$ cat src/i2cws_pkg.sv
package i2cws_pkg;

    // frame sent after the address byte: r, g, b, checksum
    localparam int FRAME_DATA_BYTES = 4;
    localparam int FRAME_DEPTH      = 4;
    localparam int FRAME_IDX_W      = 2;
    localparam int COUNT_W          = 3;

    localparam logic [COUNT_W-1:0] COUNT_MAX = 3'd7;

    // address byte after reset, read/write bit included
    localparam logic [7:0] ADDR_RESET = 8'h30;
    localparam logic [7:0] CSUM_BASE  = 8'hFF;

    // bus controller status codes
    localparam logic [7:0] ST_START_SENT = 8'h08;
    localparam logic [7:0] ST_ADDR_ACK   = 8'h18;
    localparam logic [7:0] ST_DATA_SENT  = 8'h28;
    localparam logic [7:0] ST_DATA_NACK  = 8'h30;
    localparam logic [7:0] ST_ADDR_NACK  = 8'h20;

    // command codes
    localparam logic CMD_SEND   = 1'b0;
    localparam logic CMD_STATUS = 1'b1;

    typedef enum logic [2:0] {
        PH_IDLE     = 3'd0,
        PH_STARTED  = 3'd1,
        PH_DATA_ACK = 3'd2,
        PH_DONE     = 3'd3,
        PH_NACK     = 3'd4
    } t_phase;

    typedef enum logic [1:0] {
        ERR_NONE      = 2'd0,
        ERR_NACK_DATA = 2'd1,
        ERR_NACK_ADDR = 2'd2
    } t_err;

    typedef struct packed {
        logic       command;
        logic [7:0] red;
        logic [7:0] green;
        logic [7:0] blue;
        logic [7:0] status_code;
    } t_in_item;

    typedef struct packed {
        logic       busy_reject;
        logic       tx_valid;
        logic [7:0] tx_byte;
        logic       request_start;
        logic       request_stop;
        logic       clear_interrupt;
        logic       clear_start;
        logic [2:0] master_state;
        logic [1:0] last_error;
    } t_out_item;

endpackage

$ cat src/i2c_master_write_sequencer.sv
// channel | direction | signals                            | payload
// in      | input     | i_in_valid / o_in_ready            | i_in_data (t_in_item)
// out     | output    | o_out_valid / i_out_ready          | o_out_data (t_out_item)
// cfg     | input     | i_cfg_valid / o_cfg_ready          | i_cfg_data (address byte)
//
// one transaction a cycle sustained while the result side is not stalled; the
// result passes through the input register and then the result register
// around the decode
// reset is synchronous, active low; the address byte returns to 0x30
// a stalled result holds in the output register while one more transaction
// waits in the input register; the input side stalls only when both are full
module i2c_master_write_sequencer
    import i2cws_pkg::*;
(
    input  logic       i_clk,
    input  logic       i_rst_n,
    input  logic       i_in_valid,
    output logic       o_in_ready,
    input  t_in_item   i_in_data,
    output logic       o_out_valid,
    input  logic       i_out_ready,
    output t_out_item  o_out_data,
    input  logic       i_cfg_valid,
    output logic       o_cfg_ready,
    input  logic [7:0] i_cfg_data
);

    logic      r_in_vld;
    t_in_item  r_in_data;
    logic      r_out_vld;
    t_out_item r_out_data;
    logic [7:0] r_addr_byte;

    logic      w_step;
    logic      w_in_acc;
    t_out_item w_result;

    // pipeline flow control
    assign w_step      = r_in_vld && (!r_out_vld || i_out_ready);
    assign o_in_ready  = !r_in_vld || w_step;
    assign w_in_acc    = i_in_valid && o_in_ready;
    assign o_cfg_ready = 1'b1;
    assign o_out_valid = r_out_vld;
    assign o_out_data  = r_out_data;

    // address byte register
    always_ff @(posedge i_clk) begin
        if (!i_rst_n) begin
            r_addr_byte <= ADDR_RESET;
        end else if (i_cfg_valid) begin
            r_addr_byte <= i_cfg_data;
        end
    end

    // input register
    always_ff @(posedge i_clk) begin
        if (!i_rst_n) begin
            r_in_vld <= 1'b0;
        end else if (w_in_acc) begin
            r_in_vld <= 1'b1;
        end else if (w_step) begin
            r_in_vld <= 1'b0;
        end
    end

    always_ff @(posedge i_clk) begin
        if (w_in_acc) begin
            r_in_data <= i_in_data;
        end
    end

    // decode and sequencer state
    i2cws_core u_core (
        .i_clk       (i_clk),
        .i_rst_n     (i_rst_n),
        .i_step      (w_step),
        .i_item      (r_in_data),
        .i_addr_byte (r_addr_byte),
        .o_result    (w_result)
    );

    // result register
    always_ff @(posedge i_clk) begin
        if (!i_rst_n) begin
            r_out_vld <= 1'b0;
        end else if (w_step) begin
            r_out_vld <= 1'b1;
        end else if (i_out_ready) begin
            r_out_vld <= 1'b0;
        end
    end

    always_ff @(posedge i_clk) begin
        if (w_step) begin
            r_out_data <= w_result;
        end
    end

`ifndef SYNTH
    // input side stalls only with the input register full
    a_in_stall: assert property (@(posedge i_clk) disable iff (!i_rst_n)
        !o_in_ready |-> r_in_vld && r_out_vld && !i_out_ready)
        else $error("input stalled without backpressure");

    // a step always lands in the result register
    a_step_lands: assert property (@(posedge i_clk) disable iff (!i_rst_n)
        w_step |=> r_out_vld)
        else $error("stepped transaction lost");

    // a waiting result is never overwritten
    a_no_overwrite: assert property (@(posedge i_clk) disable iff (!i_rst_n)
        (r_out_vld && !i_out_ready) |-> !w_step)
        else $error("result overwritten while stalled");
`endif

endmodule

$ cat src/i2cws_core.sv
module i2cws_core
    import i2cws_pkg::*;
(
    input  logic      i_clk,
    input  logic      i_rst_n,
    input  logic      i_step,
    input  t_in_item  i_item,
    input  logic [7:0] i_addr_byte,
    output t_out_item o_result
);

    t_phase               r_phase, n_phase;
    logic [COUNT_W-1:0]   r_sent_count, n_sent_count;
    logic [7:0]           r_frame [FRAME_DEPTH];
    logic [7:0]           n_frame [FRAME_DEPTH];
    t_err                 r_err, n_err;

    logic                 w_busy;
    logic                 w_more;
    logic [COUNT_W-1:0]   w_count_inc;
    logic [7:0]           w_frame_cur;
    logic [7:0]           w_sum;

    // shared decode
    assign w_busy      = (i_item.command == CMD_SEND) &&
                         ((r_phase == PH_STARTED) || (r_phase == PH_DATA_ACK));
    assign w_more      = 32'(r_sent_count) < FRAME_DATA_BYTES;
    assign w_count_inc = (r_sent_count != COUNT_MAX) ? r_sent_count + 1'b1 : r_sent_count;
    assign w_frame_cur = (32'(r_sent_count) < FRAME_DEPTH) ?
                         r_frame[r_sent_count[FRAME_IDX_W-1:0]] : 8'h00;
    assign w_sum       = i_item.red + i_item.green + i_item.blue;

    // next state
    always_comb begin
        n_phase      = r_phase;
        n_sent_count = r_sent_count;
        n_frame      = r_frame;
        n_err        = r_err;
        if (i_item.command == CMD_SEND) begin
            if (!w_busy) begin
                n_frame[0]   = i_item.red;
                n_frame[1]   = i_item.green;
                n_frame[2]   = i_item.blue;
                n_frame[3]   = CSUM_BASE - w_sum;
                n_phase      = PH_IDLE;
                n_sent_count = '0;
            end
        end else begin
            unique case (i_item.status_code)
                ST_START_SENT: begin
                    n_phase = PH_STARTED;
                end
                ST_ADDR_ACK: begin
                    if (r_phase == PH_STARTED) begin
                        n_sent_count = w_count_inc;
                        n_phase      = PH_DATA_ACK;
                    end
                end
                ST_DATA_SENT: begin
                    if (w_more) begin
                        n_sent_count = w_count_inc;
                        n_phase      = PH_DATA_ACK;
                    end else begin
                        n_phase = PH_DONE;
                    end
                    n_err = ERR_NONE;
                end
                ST_DATA_NACK: begin
                    n_phase = PH_NACK;
                    n_err   = ERR_NACK_DATA;
                end
                ST_ADDR_NACK: begin
                    n_phase = PH_NACK;
                    n_err   = ERR_NACK_ADDR;
                end
                default: begin
                end
            endcase
        end
    end

    // result fields
    always_comb begin
        o_result              = '0;
        o_result.master_state = n_phase;
        o_result.last_error   = n_err;
        if (i_item.command == CMD_SEND) begin
            if (w_busy) begin
                o_result.busy_reject = 1'b1;
            end else begin
                o_result.request_stop    = 1'b1;
                o_result.clear_interrupt = 1'b1;
                o_result.request_start   = 1'b1;
            end
        end else begin
            o_result.clear_interrupt = 1'b1;
            unique case (i_item.status_code)
                ST_START_SENT: begin
                    o_result.tx_valid    = 1'b1;
                    o_result.tx_byte     = i_addr_byte;
                    o_result.clear_start = 1'b1;
                end
                ST_ADDR_ACK: begin
                    if (r_phase == PH_STARTED) begin
                        o_result.tx_valid = 1'b1;
                        o_result.tx_byte  = r_frame[0];
                    end
                end
                ST_DATA_SENT: begin
                    if (w_more) begin
                        o_result.tx_valid = 1'b1;
                        o_result.tx_byte  = w_frame_cur;
                    end else begin
                        o_result.request_stop = 1'b1;
                    end
                end
                ST_DATA_NACK, ST_ADDR_NACK: begin
                    o_result.request_stop = 1'b1;
                end
                default: begin
                end
            endcase
        end
    end

    // sequencer state, updated once per transaction
    always_ff @(posedge i_clk) begin
        if (!i_rst_n) begin
            r_phase      <= PH_IDLE;
            r_sent_count <= '0;
            r_err        <= ERR_NONE;
            for (int i = 0; i < FRAME_DEPTH; i++) begin
                r_frame[i] <= '0;
            end
        end else if (i_step) begin
            r_phase      <= n_phase;
            r_sent_count <= n_sent_count;
            r_err        <= n_err;
            r_frame      <= n_frame;
        end
    end

`ifndef SYNTH
    // phase code stays within the defined states
    a_phase_legal: assert property (@(posedge i_clk) disable iff (!i_rst_n)
        r_phase <= PH_NACK)
        else $error("phase out of range");

    // state only moves on a step
    a_hold: assert property (@(posedge i_clk) disable iff (!i_rst_n)
        !i_step |=> $stable(r_phase) && $stable(r_sent_count) && $stable(r_err))
        else $error("state changed without a step");

    // a refused send requests nothing on the bus
    a_busy_quiet: assert property (@(posedge i_clk) disable iff (!i_rst_n)
        o_result.busy_reject |-> !o_result.tx_valid && !o_result.request_start &&
                                 !o_result.request_stop && !o_result.clear_interrupt)
        else $error("busy reject with bus request");

    // a data byte is only loaded while the transfer is in flight
    a_data_phase: assert property (@(posedge i_clk) disable iff (!i_rst_n)
        (i_step && o_result.tx_valid && !o_result.clear_start) |=>
            (r_phase == PH_DATA_ACK))
        else $error("frame byte loaded outside data phase");
`endif

endmodule

$ cat config.mk
export PLATFORM = sky130hd
export DESIGN_NAME = i2c_master_write_sequencer
export DESIGN_NICKNAME = d
export VERILOG_FILES = /design/src/i2cws_pkg.sv /design/src/i2c_master_write_sequencer.sv /design/src/i2cws_core.sv
export SDC_FILE = /design/constraint.sdc
export NUM_CORES = 1
export LEC_CHECK = 0
export BUFFER_PORTS_ARGS = -buffer_cell sky130_fd_sc_hd__buf_2
export CAP_MARGIN = 30
export CORE_AREA = 4 4 69 134
export CTS_BUF_LIST = sky130_fd_sc_hd__clkbuf_8
export CTS_CLUSTER_DIAMETER = 40
export DETAILED_ROUTE_END_ITERATION = 6
export DIE_AREA = 0 0 73 138
export PLACE_DENSITY = 0.87
export SYNTH_ARGS = -nofsm -noshare
export SYNTH_HDL_FRONTEND = slang
export SYNTH_SLANG_ARGS = --single-unit
$ cat constraint.sdc
create_clock -name i_clk -period 2.9 [get_ports i_clk]
set_clock_uncertainty 0.15 [all_clocks]
set_input_delay 0.87 -clock i_clk [delete_from_list [all_inputs] [get_ports i_clk]]
set_output_delay 0.87 -clock i_clk [all_outputs]
set_load 0.005 [all_outputs]
==> metrics.md <==
| Metric | Value |
|---|---|
| Cell Area, Synth | `between 4000 and 5000 µm²` |
| Crit path DAT | `2.64 ns` |
| Total track usage | `19.8%` |
| Vias per Instance | `about 5.7` |
| Final slew viol count | `0` |
| First-pass GRT wire length | `between 15000 and 20000 µm` |
| Ys Warns | `0` |
| Max Freq | `about 0.39 GHz` |
| DRT iter0 DRCs | `roughly 370` |
| CP cell instances | `inv_1, fa_1, inv_1, ha_1, o21ai_0, a22oi_1, a41oi_1, mux2i_1, o311ai_0` |
| Vias in the first global route | `3436` |
| # diodes | `0` |
| Post-CTS Hold Fix Bufs | `0` |
| Synthesized instance count | `436` |
| Slowest cell on the critical path | `fa_1` |
| CP Class | `register to register` |
| Placed cells | `~580` |
| Post_cts resized | `0` |
| Finished Layout Cells | `600` |
| Crit Path Max Fanout | `2` |
| Min Tclk post-route | `~2.6 ns` |
| CTS H-Tree Depth | `3` |
| Syn Nets | `500` |
| FF/Latch Area | `roughly 2600 µm²` |
| Leakage | `between 2 and 2.5 nW` |
| Post-synth ARST share | `0%` |
| Placer Congestion | `~0.90` |
| Final ANT Viol Nets | `0` |
| Detail Placement HPWL | `between 6000 and 7000 µm` |
| Pwr Density | `approximately 530 nW/µm²` |
| Clk_lat worst skew | `about 0.37 ns` |
| PortBufs | `66` |
| Max-slew headroom | `between 50% and 60%` |
| Clk slew on worst S/H paths | `around 0.10 ns` |
| Hold violation count in the final report | `0` |
| GRT Residual Overflow | `0` |
| Total Die Area | `about 10000 µm²` |
| DR vias | `between 3000 and 4000` |
| Clock Tree Root | `clkbuf_8` |
| Area Growth Syn to Fin | `12.4%` |
| Layout cells sized above 1 | `roughly 22%` |
| Setup TNS | `0 ns` |
| Core footprint | `8290 µm²` |
| Sequential fraction of the synthesis area | `between 50% and 60%` |
| Worst slew pin tran | `roughly 0.68 ns` |
| Status | `complete, no violations` |
| Post-CTS Setup Bufs | `0` |
| CTS Buffer Depth | `2` |
| Starting Density | `57.1%` |
| Final clock period utilization by the worst path | `88.6%` |
| Largest net degree at the start of global routing | `34` |
| Die height | `between 100 and 150 µm` |
| Delay-heaviest family, CP | `compound AO/OA/AOI/OAI gates` |
| Yosys cell types | `between 50 and 60` |
| Clk sinks | `approximately 100` |
| Synth Register Bits | `slightly above 100` |
| Top FF cell, synth | `edfxtp_1` |
| Data required time of the critical path | `between 2 and 3 ns` |
| CTS tree | `done` |
| Routed wire length | `9240 µm` |
| Final core occ | `between 60 and 70%` |
| WP buf/inv | `2` |
| Final instance area | `5320 µm²` |
| Post-synthesis area per instance | `10.9 µm²` |
| # IOs | `68` |
| Placed Instance Area | `between 5000 and 6000 µm²` |
| Routed len/inst | `~15 µm` |
| Crit-path max cell delay | `0.57 ns` |
| CP Launch Type | `register` |
| IR drop worst, VDD | `about 420 µV` |
| Multi-input logic area | `around 1900 µm²` |
| Most frequent CP cell | `inv_1` |
| Crit. End Element | `register` |
| Pre-antenna DRT Iters | `5` |
| Initial antenna violation count | `0` |
| Max-Cap Viols | `0` |
| DRC violations left | `0` |
| TritonCTS buffer count | `9` |
| Unrepaired setup endpoints after global routing | `no` |
| Cell Rows | `47` |
| Number of synthesized flops with an enable pin | `52` |
| Nets | `561` |
| Fillers | `about 640` |
| Die Wd | `73 µm` |
| Count of final setup violators | `0` |
| Hold Crit Class | `register to register` |
-- logic make-up (layout without fill, tap and decap cells) --
group / after synthesis / in the layout / share of synthesized area (%)
AND/OR/NAND/NOR: 142 / 142 / 15.1
flip-flops: 102 / 102 / 54.2
AO/OA/AOI/OAI: 92 / 92 / 12.3
buffers and inverters: 56 / 122 / 5.21
adder cells (fa/ha/maj): 18 / 18 / 5.87
multiplexers: 18 / 18 / 6.03
XOR/XNOR: 7 / 7 / 1.30
other: 1 / 1 / 0.0793
-- sequential cells by signal, summed over array words and instances (netlist names) --
name and count:
o_out_data 19, o_out_valid 1, r_addr_byte 8, r_in_data 33, r_in_vld 1, u_core.r_err 2
u_core.r_frame 32, u_core.r_phase 3, u_core.r_sent_count 3
-- metrics by stage --
| stage | power (mW) | hold slack, ns | setup slack (ns) |
|---|---|---|---|
| after floorplan | 1.88 | 0.279 | 0.384 |
| after global placement | 1.97 | 0.286 | 0.423 |
| after detailed placement | 1.99 | 0.294 | 0.347 |
| after CTS | 2.85 | 0.308 | 0.330 |
| after global routing | 2.95 | 0.325 | 0.190 |
| final | 2.83 | 0.310 | 0.331 |
-- cell usage in the layout, fill, tap and decap left out, types with 2 or more instances in the layout --
| cell | instances |
|---|---|
| a22oi_1 | 9 |
| nand3b_1 | 2 |
| mux4_2 | 8 |
| edfxtp_1 | 52 |
| nor3_2 | 3 |
| mux2i_1 | 9 |
| nand4_1 | 3 |
| nand2_1 | 72 |
| clkinv_2 | 2 |
| nand3_1 | 10 |
| inv_1 | 34 |
| nor2_2 | 2 |
| nor2_1 | 22 |
| xnor2_1 | 5 |
| xor2_1 | 2 |
| ha_1 | 11 |
| o311ai_0 | 2 |
| buf_2 | 66 |
| buf_4 | 7 |
| a211oi_1 | 4 |
| nor3_1 | 5 |
| nand4_2 | 2 |
| a21oi_1 | 50 |
| or3_1 | 2 |
| nor2b_1 | 2 |
| clkbuf_8 | 9 |
| a21o_1 | 2 |
| and2_1 | 5 |
| o22ai_1 | 2 |
| dfxtp_1 | 50 |
| o21ai_0 | 10 |
| or4_1 | 4 |
| fa_1 | 7 |
-- final timing paths --
check | startpoint | endpoint | cells past startpoint | slack [ns]
max | r_in_data[8]$_DFFE_PP_ | u_core.r_frame[7]$_SDFFE_PN0P_ | 9 | 0.33
min reg2reg | u_core.r_frame[10]$_SDFFE_PN0P_ | u_core.r_frame[10]$_SDFFE_PN0P_ | 2 | 0.31
min | u_core.r_frame[10]$_SDFFE_PN0P_ | u_core.r_frame[10]$_SDFFE_PN0P_ | 2 | 0.31
max reg2reg | r_in_data[8]$_DFFE_PP_ | u_core.r_frame[7]$_SDFFE_PN0P_ | 9 | 0.33
-- power by group --
group	internal (mW)	switching [mW]
combinational	0.142	0.192
sequential	1.58	0.0411
clock	0.395	0.473
-- cells in the mapped netlist (2+ instances only) --
master / number / area share, %
nand2_1: 72 / 5.7
edfxtp_1: 52 / 33
a21oi_1: 50 / 5.3
dfxtp_1: 50 / 21
inv_1: 32 / 2.5
nor2_1: 22 / 1.7
clkbuf_1: 12 / 0.95
ha_1: 11 / 2.9
nand3_1: 10 / 1.1
o21ai_0: 10 / 1.1
a22oi_1: 9 / 1.4
mux2i_1: 9 / 1.9
mux4_2: 8 / 3.8
fa_1: 7 / 3.0
and2_1: 5 / 0.66
buf_4: 5 / 0.79
nor3_1: 5 / 0.53
xnor2_1: 5 / 0.93
a211oi_1: 4 / 0.63
or4_1: 4 / 0.63
buf_1: 3 / 0.24
nand4_1: 3 / 0.40
nor3_2: 3 / 0.63
a21o_1: 2 / 0.32
buf_2: 2 / 0.21
buf_6: 2 / 0.48
nand3b_1: 2 / 0.32
nand4_2: 2 / 0.53
nor2_2: 2 / 0.26
nor2b_1: 2 / 0.26
o22ai_1: 2 / 0.26
o311ai_0: 2 / 0.37
or3_1: 2 / 0.26
xor2_1: 2 / 0.37
-- worst register-to-register path, stage by stage (launching register included) --
cell and delay, ns:
edfxtp_1 0.36, inv_1 0.06, fa_1 0.57, inv_1 0.05
ha_1 0.16, o21ai_0 0.27, a22oi_1 0.18, a41oi_1 0.28
mux2i_1 0.21, o311ai_0 0.13
-- area by class of cell --
| class | count | share of cell area (%) |
|---|---|---|
| Sequential cell | 102 | 48.2 |
| Multi-Input combinational cell | 278 | 36.1 |
| Timing Repair Buffer | 74 | 7.57 |
| Clock buffer | 9 | 2.33 |
| Tap cell | 98 | 2.31 |
| Inverter | 32 | 2.26 |
| Clock inverter | 7 | 1.22 |
-- routing by layer --
| metal | part of all wire [%] | global-route usage (%) |
|---|---|---|
| met5 | 0 | 0 |
| met3 | 5.0 | 4.29 |
| met1 | 35 | 20.9 |
| met4 | 2.9 | 9.92 |
| met2 | 57 | 35.4 |
Power figures use the tool's default switching activity.
